===== config.mk =====
export PLATFORM = sky130hd
export DESIGN_NAME = mtfcd_seq
export DESIGN_NICKNAME = d
export VERILOG_FILES = /design/src/hdl/mtfcd_pkg.sv /design/src/hdl/mtfcd_seq.sv
export SDC_FILE = /design/constraint.sdc
export NUM_CORES = 1
export LEC_CHECK = 0
export ABC_CLOCK_PERIOD_IN_PS = 14000
export BUFFER_PORTS_ARGS = -buffer_cell sky130_fd_sc_hd__buf_2
export CORE_ASPECT_RATIO = 0.75
export CORE_MARGIN = 5
export CORE_UTILIZATION = 52
export DETAILED_ROUTE_END_ITERATION = 8
export PLACE_DENSITY = 0.81
export SYNTH_ARGS = -nofsm -noshare
export SYNTH_HDL_FRONTEND = slang
export SYNTH_SLANG_ARGS = --single-unit
export TNS_END_PERCENT = 1

===== constraint.sdc =====
create_clock -name clk -period 14 [get_ports clk]
set_input_delay 2.1 -clock clk [delete_from_list [all_inputs] [get_ports clk]]
set_output_delay 2.1 -clock clk [all_outputs]
set_load 0.01 [all_outputs]

===== src/hdl/mtfcd_pkg.sv =====
package mtfcd_pkg;

    localparam int SLOTS    = 256;
    localparam int IDX_W    = $clog2(SLOTS);
    localparam int CNT_W    = $clog2(SLOTS + 1);
    localparam int KEY_W    = 31;
    localparam int SIZE_W   = 19;
    localparam int BYTES_W  = 25;
    localparam int BUDGET_W = 24;
    localparam int OP_W     = 2;
    localparam int POS_W    = 8;
    localparam int EVC_W    = 8;
    localparam int OCC_W    = 9;

    localparam logic [BUDGET_W-1:0] BUDGET_AT_RESET = BUDGET_W'(500000);

    localparam logic [OP_W-1:0] OP_ACCESS    = 2'd0;
    localparam logic [OP_W-1:0] OP_CLEAR     = 2'd1;
    localparam logic [OP_W-1:0] OP_CLEAR_ALL = 2'd2;

    typedef struct packed {
        logic [OP_W-1:0]   op;
        logic [KEY_W-1:0]  key;
        logic [SIZE_W-1:0] entry_bytes;
    } req_t;

    typedef struct packed {
        logic               hit;
        logic [POS_W-1:0]   hit_position;
        logic [EVC_W-1:0]   evicted_count;
        logic [OCC_W-1:0]   occupancy;
        logic [BYTES_W-1:0] total_bytes;
    } rsp_t;

    typedef struct packed {
        logic [KEY_W-1:0]  key;
        logic [SIZE_W-1:0] size;
    } entry_t;

    typedef struct packed {
        logic             we;
        logic [IDX_W-1:0] addr;
        entry_t           data;
    } mem_wr_t;

endpackage


===== src/hdl/mtfcd_seq.sv =====
module mtfcd_seq (
    input  logic                            clk,
    input  logic                            rst_n,
    input  logic                            req_valid,
    output logic                            req_ready,
    input  mtfcd_pkg::req_t                 req,
    input  logic [mtfcd_pkg::BUDGET_W-1:0]  budget,
    input  logic                            rsp_free,
    output logic                            rsp_load,
    output mtfcd_pkg::rsp_t                 rsp,
    output mtfcd_pkg::mem_wr_t              mem_wr,
    output logic [mtfcd_pkg::IDX_W-1:0]     mem_raddr,
    input  mtfcd_pkg::entry_t               mem_rdata
);
    import mtfcd_pkg::*;

    localparam logic [2:0] S_IDLE  = 3'd0;
    localparam logic [2:0] S_SCAN  = 3'd1;
    localparam logic [2:0] S_TAIL  = 3'd2;
    localparam logic [2:0] S_FRONT = 3'd3;
    localparam logic [2:0] S_EVCHK = 3'd4;
    localparam logic [2:0] S_EVSUB = 3'd5;
    localparam logic [2:0] S_ADD   = 3'd6;
    localparam logic [2:0] S_DONE  = 3'd7;

    logic [2:0]         state_reg,  state_next;
    logic [OP_W-1:0]    op_reg,     op_next;
    logic [KEY_W-1:0]   key_reg,    key_next;
    logic [SIZE_W-1:0]  nbytes_reg, nbytes_next;
    logic [CNT_W-1:0]   count_reg,  count_next;
    logic [BYTES_W-1:0] bytes_reg,  bytes_next;
    logic [IDX_W-1:0]   idx_reg,    idx_next;
    entry_t             held_reg,   held_next;
    logic               found_reg,  found_next;
    logic [IDX_W-1:0]   pos_reg,    pos_next;
    logic [SIZE_W-1:0]  size_reg,   size_next;
    logic [EVC_W-1:0]   evc_reg,    evc_next;

    logic               match;
    logic               last;
    logic [BYTES_W:0]   need;
    logic               over;

    assign match = (mem_rdata.key == key_reg);
    assign last  = ((CNT_W'(idx_reg) + CNT_W'(1)) == count_reg);
    assign need  = {1'b0, bytes_reg} + (BYTES_W + 1)'(nbytes_reg);
    assign over  = (bytes_reg != '0) && (need > (BYTES_W + 1)'(budget))
                   && (count_reg > CNT_W'(1));

    assign req_ready = (state_reg == S_IDLE);

    always_comb
    begin
        rsp.hit           = found_reg;
        rsp.hit_position  = POS_W'(pos_reg);
        rsp.evicted_count = evc_reg;
        rsp.occupancy     = OCC_W'(count_reg);
        rsp.total_bytes   = bytes_reg;
    end

    always_comb
    begin
        state_next  = state_reg;
        op_next     = op_reg;
        key_next    = key_reg;
        nbytes_next = nbytes_reg;
        count_next  = count_reg;
        bytes_next  = bytes_reg;
        idx_next    = idx_reg;
        held_next   = held_reg;
        found_next  = found_reg;
        pos_next    = pos_reg;
        size_next   = size_reg;
        evc_next    = evc_reg;
        mem_wr      = '0;
        mem_raddr   = IDX_W'(idx_reg + IDX_W'(1));
        rsp_load    = 1'b0;

        case (state_reg)
            S_IDLE:
            begin
                mem_raddr = '0;
                if (req_valid)
                begin
                    op_next     = req.op;
                    key_next    = req.key;
                    nbytes_next = req.entry_bytes;
                    found_next  = 1'b0;
                    pos_next    = '0;
                    evc_next    = '0;
                    idx_next    = '0;
                    case (req.op)
                        OP_ACCESS:
                        begin
                            if (count_reg == '0)
                            begin
                                count_next = CNT_W'(1);
                                state_next = S_FRONT;
                            end
                            else
                            begin
                                state_next = S_SCAN;
                            end
                        end
                        OP_CLEAR:
                        begin
                            state_next = (count_reg == '0) ? S_DONE : S_SCAN;
                        end
                        OP_CLEAR_ALL:
                        begin
                            count_next = '0;
                            bytes_next = '0;
                            state_next = S_DONE;
                        end
                        default:
                        begin
                            state_next = S_DONE;
                        end
                    endcase
                end
            end
            S_SCAN:
            begin
                if (op_reg == OP_ACCESS)
                begin
                    if (idx_reg != '0)
                    begin
                        mem_wr.we   = 1'b1;
                        mem_wr.addr = idx_reg;
                        mem_wr.data = held_reg;
                    end
                    held_next = mem_rdata;
                    if (match)
                    begin
                        found_next = 1'b1;
                        pos_next   = idx_reg;
                        size_next  = mem_rdata.size;
                        state_next = S_FRONT;
                    end
                    else if (last)
                    begin
                        state_next = S_TAIL;
                    end
                    else
                    begin
                        idx_next = IDX_W'(idx_reg + IDX_W'(1));
                    end
                end
                else
                begin
                    if (found_reg)
                    begin
                        mem_wr.we   = 1'b1;
                        mem_wr.addr = IDX_W'(idx_reg - IDX_W'(1));
                        mem_wr.data = mem_rdata;
                    end
                    else if (match)
                    begin
                        found_next = 1'b1;
                        pos_next   = idx_reg;
                        bytes_next = bytes_reg - BYTES_W'(mem_rdata.size);
                    end
                    if (last)
                    begin
                        if (found_reg || match)
                        begin
                            count_next = count_reg - CNT_W'(1);
                        end
                        state_next = S_DONE;
                    end
                    else
                    begin
                        idx_next = IDX_W'(idx_reg + IDX_W'(1));
                    end
                end
            end
            S_TAIL:
            begin
                if (count_reg == CNT_W'(SLOTS))
                begin
                    bytes_next = bytes_reg - BYTES_W'(held_reg.size);
                    evc_next   = EVC_W'(1);
                end
                else
                begin
                    mem_wr.we   = 1'b1;
                    mem_wr.addr = IDX_W'(count_reg);
                    mem_wr.data = held_reg;
                    count_next  = count_reg + CNT_W'(1);
                end
                state_next = S_FRONT;
            end
            S_FRONT:
            begin
                mem_wr.we       = 1'b1;
                mem_wr.addr     = '0;
                mem_wr.data.key = key_reg;
                mem_wr.data.size = found_reg ? size_reg : nbytes_reg;
                state_next      = found_reg ? S_DONE : S_EVCHK;
            end
            S_EVCHK:
            begin
                mem_raddr = IDX_W'(count_reg - CNT_W'(1));
                if (over)
                begin
                    count_next = count_reg - CNT_W'(1);
                    evc_next   = evc_reg + EVC_W'(1);
                    state_next = S_EVSUB;
                end
                else
                begin
                    state_next = S_ADD;
                end
            end
            S_EVSUB:
            begin
                bytes_next = bytes_reg - BYTES_W'(mem_rdata.size);
                state_next = S_EVCHK;
            end
            S_ADD:
            begin
                bytes_next = bytes_reg + BYTES_W'(nbytes_reg);
                state_next = S_DONE;
            end
            S_DONE:
            begin
                if (rsp_free)
                begin
                    rsp_load   = 1'b1;
                    state_next = S_IDLE;
                end
            end
            default:
            begin
                state_next = S_IDLE;
            end
        endcase
    end

    always_ff @(posedge clk or negedge rst_n)
    begin
        if (!rst_n)
        begin
            state_reg <= S_IDLE;
            count_reg <= '0;
            bytes_reg <= '0;
        end
        else
        begin
            state_reg <= state_next;
            count_reg <= count_next;
            bytes_reg <= bytes_next;
        end
    end

    always_ff @(posedge clk)
    begin
        op_reg     <= op_next;
        key_reg    <= key_next;
        nbytes_reg <= nbytes_next;
        idx_reg    <= idx_next;
        held_reg   <= held_next;
        found_reg  <= found_next;
        pos_reg    <= pos_next;
        size_reg   <= size_next;
        evc_reg    <= evc_next;
    end

endmodule


==> flow_summary.ini, run 1 <==
[outcome]
outcome = completed

[floorplan]
ios = 250
die_w_um = 191
dieArea_um2 = 27800
fp.dieH_um = 146
coreArea_um2 = 24100
rows = 49
start_util_pct = 53.0

[worst_setup_path]
critPathKind = flip-flop to output pin
ff2ff_path_depth = 21
cp_max_fo = 51
crit_path_end_kind = output pin
path_delay_family = simple AND/OR/NAND/NOR gates
cp-start-kind = flip-flop
path_cells = nand2b_1 > nor2_1 > and3_1 > or2_2 > a221o_1 > buf_2
regToRegEndpoint = evc_reg[7]$_DFFE_PP_
crit_path_start = state_reg[0]$_DFFE_PN0P_
cp_num_cells = 6
cp_slowest_stage_delay_ps = 840
reg2reg_slack_ps = 8230
crit_path_top_delay_cell = or2_2
r2r_start = nbytes_reg[0]$_DFFE_PP_
arrival_ps = 4080
crit_path_end = mem_wr[2]
path_buf_inv = 1
cp_data_required_time_ps = 11900

[sta]
tightest_slew_ps = 1110
skew_ps = 23.8
fmax_mhz = 162
slew_viol_final = 0
rsz0062_at_grt = no
maxSlewHeadroom_pct = 26.0
min_period_ps = 6180
layout_worst_path_cycle_share_pct = 44.1
fin_setup_tns_ps = 0
hold_viol_final = 0
setup_viol = 0

[power_and_ir_drop]
p_sw_share_pct = 47.2
p_comb_share_pct = 55.5
ir_drop_mv = 0.104
p_leak_uw = 0.00642
p_int_uw = 1590
clockPowerShare_pct = 16.5
p_switching_uw = 1420
p_per_area_nw_per_um2 = 202
pwr-share-seq_pct = 28.0

[global_route]
overflow = 0
grt_pass1_wl_um = 62200
antenna_found_initial = 2
first_global_vias = 11100
grt_max_degree = 53
grt.total_usage_pct = 27.8

[clock_tree]
hold_buffers = 0
ctsResizeCount = 0
htreeDepth = 4
cts-root-buf = clkbuf_16
cts_sinks = 183
cts_buffers = 17
postCtsSetupRepairBufs = 0
path_clk_slew_ps = 70
clk_latency_ps = 450
clock_path_buffers = 2
cts_tree = done

[hold_path]
hold_class = flip-flop to flip-flop

[final_layout]
nets = 1749
post-route-util_pct = 61.8
seqCellArea_um2 = 5310
fillCellCount = 2008
layout_common_cells = 249 x buf_2, 146 x edfxtp_1, 113 x nor2_1, 108 x nand2_1, 85 x xnor2_1
syn2layout_area_growth_pct = 16.6
multiInputGateArea_um2 = 6910
final_common_cell = buf_2
largest_reg_flops = 50
layout-drive-gt1-share_pct = 20.6

[synthesis]
synthArstFlopShare_pct = 20.2
syn-cell-area_um2 = 12800
synth_seq_cells = 183
syn_inst = 1328
ys_warn_count = 0
synth_edf_count = 146
synthDistinctLibCells = 77
synth.net_count = 1536
synth.avg_cell_area_um2 = 9.61
yosysSeqAreaShare_pct = 41.6
synthFlopType = edfxtp_1

[route]
dr.pass1.iters = 8
wl_um = 40200
vias = 11800
drtIter0Drc = 1680
routedWlPerCell_um = 21.3
drc = 0
drt.antenna.violating_nets = 0
viasPerCell = 6.24

[placed_design]
dp_hpwl_um = 29800
portBuffers = 249
gp_congestion = 0.941

[flow_run]
maxCapViolCount = 0
power by group through the flow:
stage	clock network, uW	registers, uW	logic (uW)
after detailed placement	0	845	1630
after global placement	0	840	1600
after floorplan	0	769	1200
final	496	843	1670
after CTS	499	834	1650
after global routing	526	852	1830
Yosys cell counts (all sizes together), types with 16 or more instances:
cell	count	share of area, %
a21o	16	0.94
a21oi	71	2.9
a221o	20	1.6
a222oi	31	2.4
and3	16	0.78
clkbuf	61	1.8
dfrtp	37	7.3
edfxtp	146	34
ha	76	7.5
inv	85	2.5
mux2i	22	1.7
nand2	108	3.2
nand3	39	1.5
nand4	17	0.83
nor2	116	3.4
nor3	33	1.3
nor4	19	0.93
o21ai	77	3.0
xnor2	85	5.8
xor2	50	3.4
tightest hold or removal path, stage by stage (launching register included):
cell and delay, ps:
dfrtp_1 450, nand2_1 70, o21ai_0 70
worst min-delay path by stage:
stage | from | slack, ps | cells after the start | to
CTS | bytes_reg[15]$_DFFE_PN0P_ | 610 | 2 | bytes_reg[15]$_DFFE_PN0P_
finish | bytes_reg[17]$_DFFE_PN0P_ | 610 | 2 | bytes_reg[17]$_DFFE_PN0P_
global placement | bytes_reg[0]$_DFFE_PN0P_ | 580 | 1 | bytes_reg[0]$_DFFE_PN0P_
floorplan | bytes_reg[16]$_DFFE_PN0P_ | 580 | 2 | bytes_reg[16]$_DFFE_PN0P_
global route | bytes_reg[16]$_DFFE_PN0P_ | 640 | 2 | bytes_reg[16]$_DFFE_PN0P_
detailed placement | bytes_reg[15]$_DFFE_PN0P_ | 590 | 2 | bytes_reg[15]$_DFFE_PN0P_
layout make-up:
class | count | area share [%]
Timing Repair Buffer | 261 | 8.98
Multi-Input combinational cell | 993 | 46.4
Clock buffer | 18 | 2.88
Sequential cell | 183 | 35.7
Inverter | 85 | 2.14
Clock inverter | 14 | 1.12
Tap cell | 331 | 2.78
Antenna cell | 1 | 0.0168
cell families after synthesis:
logic type	share of synthesized area [%]
AO/OA/AOI/OAI	19.4
AND/OR/NAND/NOR	15.0
buffers and inverters	4.53
flip-flops	41.6
adder cells (fa/ha/maj)	7.77
XOR/XNOR	9.62
multiplexers	2.05
metrics by stage:
stage	total power [uW]	hold slack (ps)	setup WS, ps	cell area [um^2]	instances
finish	3010	615	7820	14900	1886
global route	3210	641	7570	14900	1886
CTS	2980	612	7910	14900	1885
detailed placement	2480	591	7790	14300	1853
global placement	2440	577	7890	14300	1853
floorplan	1970	580	8530	12800	1328
routing by layer:
layer / global-route usage (%) / routed length [um] / vias up
li1: - / - / 5380
met3: 7.43 / 4860 / 65
met5: 0 / 20 / -
met2: 40.5 / 17000 / 780
met4: 6.32 / 763 / 2
met1: 41.6 / 17500 / 5539
Note: power is estimated with default switching activity, not from simulation.
==> inputs of run 2 (changes only) <==
--- a/config.mk
+++ b/config.mk
@@ -5,13 +5,14 @@
 export SDC_FILE = /design/constraint.sdc
 export NUM_CORES = 1
 export LEC_CHECK = 0
-export ABC_CLOCK_PERIOD_IN_PS = 14000
+export ABC_AREA = 1
+export ABC_CLOCK_PERIOD_IN_PS = 5400
 export BUFFER_PORTS_ARGS = -buffer_cell sky130_fd_sc_hd__buf_2
 export CORE_ASPECT_RATIO = 0.75
 export CORE_MARGIN = 5
-export CORE_UTILIZATION = 52
+export CORE_UTILIZATION = 51
 export DETAILED_ROUTE_END_ITERATION = 8
-export PLACE_DENSITY = 0.81
+export PLACE_DENSITY = 0.82
 export SYNTH_ARGS = -nofsm -noshare
 export SYNTH_HDL_FRONTEND = slang
 export SYNTH_SLANG_ARGS = --single-unit
==> constraint.sdc (replaced) <==
create_clock -name clk -period 5.4 [get_ports clk]
set_input_delay 0.81 -clock clk [delete_from_list [all_inputs] [get_ports clk]]
set_output_delay 0.81 -clock clk [all_outputs]
set_load 0.01 [all_outputs]
==> flow_summary.ini, run 2 <==
[outcome]
outcome = completed

[worst_setup_path]
crit_path_end_kind = flip-flop
critPathKind = flip-flop to flip-flop
cp_data_required_time_ps = 5720
crit_path_top_delay_cell = o311ai_0
arrival_ps = 5040
path_cells = inv_1 > ha_1 > nand2_1 > nor3_1 > nand3_1 > nor2_1 > nand2_1 > nor2_1 > nand2_1 > nor3_2 > nand2_1 > o21ai_0 > nand2_1 > nand2_1 > inv_1 > ha_1 > nand2_1 > nor2_1 > nand2_1 > o311ai_0 > nand2_1 > nand2_1 > o21ai_0
cp-start-kind = flip-flop
cp_common_cell = nand2_1
cp_slowest_stage_delay_ps = 800
path_buf_inv = 2
cp_max_fo = 7
path_delay_family = simple AND/OR/NAND/NOR gates

[synthesis]
synth_top_area_share_pct = 33.7
synth_seq_cells = 183
synth_edf_count = 146
synthDistinctLibCells = 56
yosysMostFrequentCell = nand2_1
ys_warn_count = 0
synthTopCellsByArea = edfxtp_1 34%, nand2_1 9.6%, ha_1 7.3%
yosysSeqAreaShare_pct = 40.8
syn-cell-area_um2 = 13000
synth.net_count = 1821
syn_inst = 1613
synthFlopType = edfxtp_1
synth.avg_cell_area_um2 = 8.07
synthArstFlopShare_pct = 20.2
synth_common_cells = 334 x nand2_1, 187 x inv_1, 146 x edfxtp_1, 143 x nand3_1, 119 x nor2_1
yosysTopAreaCell = edfxtp_1

[hold_path]
hold_class = input port to asynchronous set/reset pin

[final_layout]
layout_common_cells = 334 x nand2_1, 249 x buf_2, 187 x inv_1, 146 x edfxtp_1, 143 x nand3_1
layout-drive-gt1-share_pct = 19.0
final_common_cell = nand2_1
largest_reg_flops = 50
syn2layout_area_growth_pct = 17.1
nets = 2056
fillCellCount = 2243
post-route-util_pct = 60.9

[clock_tree]
cts_tree = done
htreeDepth = 4
cts-root-buf = clkbuf_16
hold_buffers = 0
clk_latency_ps = 450
ctsResizeCount = 0
cts_buffers = 17
path_clk_slew_ps = 80
cts_sinks = 183
clock_path_buffers = 2
postCtsSetupRepairBufs = 0

[placed_design]
portBuffers = 249
dp_hpwl_um = 32400
gp_congestion = 1.01

[power_and_ir_drop]
ir_drop_mv = 0.295
p_leak_uw = 0.00692
p_per_area_nw_per_um2 = 660

[sta]
slew_viol_final = 0
tightest_slew_ps = 964
fin_setup_tns_ps = 0
fmax_mhz = 212
rsz0062_at_grt = no
min_period_ps = 4720
hold_viol_final = 0
maxSlewHeadroom_pct = 35.8
layout_worst_path_cycle_share_pct = 87.4
setup_viol = 0
skew_ps = 15.0

[global_route]
first_global_vias = 12000
grt_pass1_wl_um = 65300
overflow = 0
antenna_found_initial = 6
grt_max_degree = 54
grt.total_usage_pct = 28.1

[route]
drc = 0
drtIter0Drc = 1617
drt.antenna.violating_nets = 0
wl_um = 42400
vias = 13100
viasPerCell = 5.95
dr.pass1.iters = 5
routedWlPerCell_um = 19.3

[floorplan]
die_w_um = 194
start_util_pct = 52.0
dieArea_um2 = 28800
coreArea_um2 = 25000
rows = 50
fp.dieH_um = 148
ios = 250

[flow_run]
maxCapViolCount = 0
[run 2: cell count changes in the layout (fill, tap and decap cells not counted), moves of 18 or more]
cell / before / now
nand2_1: 108 / 334
nand3_1: 39 / 143
inv_1: 84 / 187
xnor2_1: 85 / 33
a222oi_1: 31 / 0
o21ai_0: 69 / 99
o221ai_1: 3 / 28
mux2i_1: 22 / 0
o22ai_1: 9 / 31
a221o_1: 20 / 2
[run 2: metal layers]
layer / share of wire, % / vias up / routed length [um] / track usage (%)
li1: - / 6101 / - / -
met1: 45 / 6166 / 18900 / 42.5
met2: 43 / 760 / 18000 / 40.8
met3: 11 / 72 / 4500 / 5.77
met4: 2.3 / 4 / 967 / 7.70
met5: 0.052 / - / 22 / 0
[run 2: final timing paths]
path / end / from / cells after the start / slack [ps]
setup / recovery: bytes_reg[21]$_DFFE_PN0P_ / held_reg[1]$_DFFE_PP_ / 23 / 680
hold / removal: bytes_reg[17]$_DFFE_PN0P_ / rst_n / 1 / 520
setup reg to reg: bytes_reg[21]$_DFFE_PN0P_ / held_reg[1]$_DFFE_PP_ / 23 / 680
hold reg to reg: pos_reg[2]$_SDFFCE_PN0P_ / pos_reg[2]$_SDFFCE_PN0P_ / 2 / 600
max in group asynchronous: bytes_reg[5]$_DFFE_PN0P_ / rst_n / 1 / 4290
min in group clk: nbytes_reg[12]$_DFFE_PP_ / req[12] / 1 / 530
[run 2: layout make-up]
cell class              instances  area, um^2  share of cell area (%)
well taps                     338         423                    2.78
clock inverters                14         189                    1.24
multi-input cells            1182        6780                    44.5
flip-flops and latches        183        5310                    34.9
inverters                     204         766                    5.03
clock buffers                  18         429                    2.82
diodes                          4        10.0                  0.0657
repair buffers                260        1330                    8.72
[run 2: worst reg2reg max path, delay by kind of cell, from the launching register on]
kind	cells	cell delay [ps]
buffers and inverters	2	190
AO/OA/AOI/OAI	3	1120
flip-flops	1	370
adder cells (fa/ha/maj)	2	600
AND/OR/NAND/NOR	16	2330
[run 2: cell families after synthesis]
family,after synthesis,synth area share [%]
adders and majority gates,78,7.62
buffers and inverters,248,7.34
AOI/OAI and AO/OA,321,15.1
xor gates and xnor gates,69,4.64
and+or+nand+nor,714,24.5
DFF,183,40.8
[run 2: through the flow]
| step | instances | cell area, um^2 | total power, uW | hold WS [ps] | setup slack, ps |
|---|---|---|---|---|---|
| global placement | 2167 | 14600 | 8470 | 575 | 865 |
| floorplan | 1613 | 13000 | 6540 | 514 | 1610 |
| detailed placement | 2167 | 14600 | 8570 | 581 | 802 |
| CTS | 2199 | 15200 | 9940 | 519 | 786 |
| finish | 2203 | 15200 | 10000 | 519 | 683 |
| global route | 2203 | 15200 | 10800 | 515 | 292 |
[run 2: where the power goes]
group	switching, uW	total, uW	internal, uW
combinational	4180	6340	2160
clock	634	1340	708
sequential	404	2370	1960
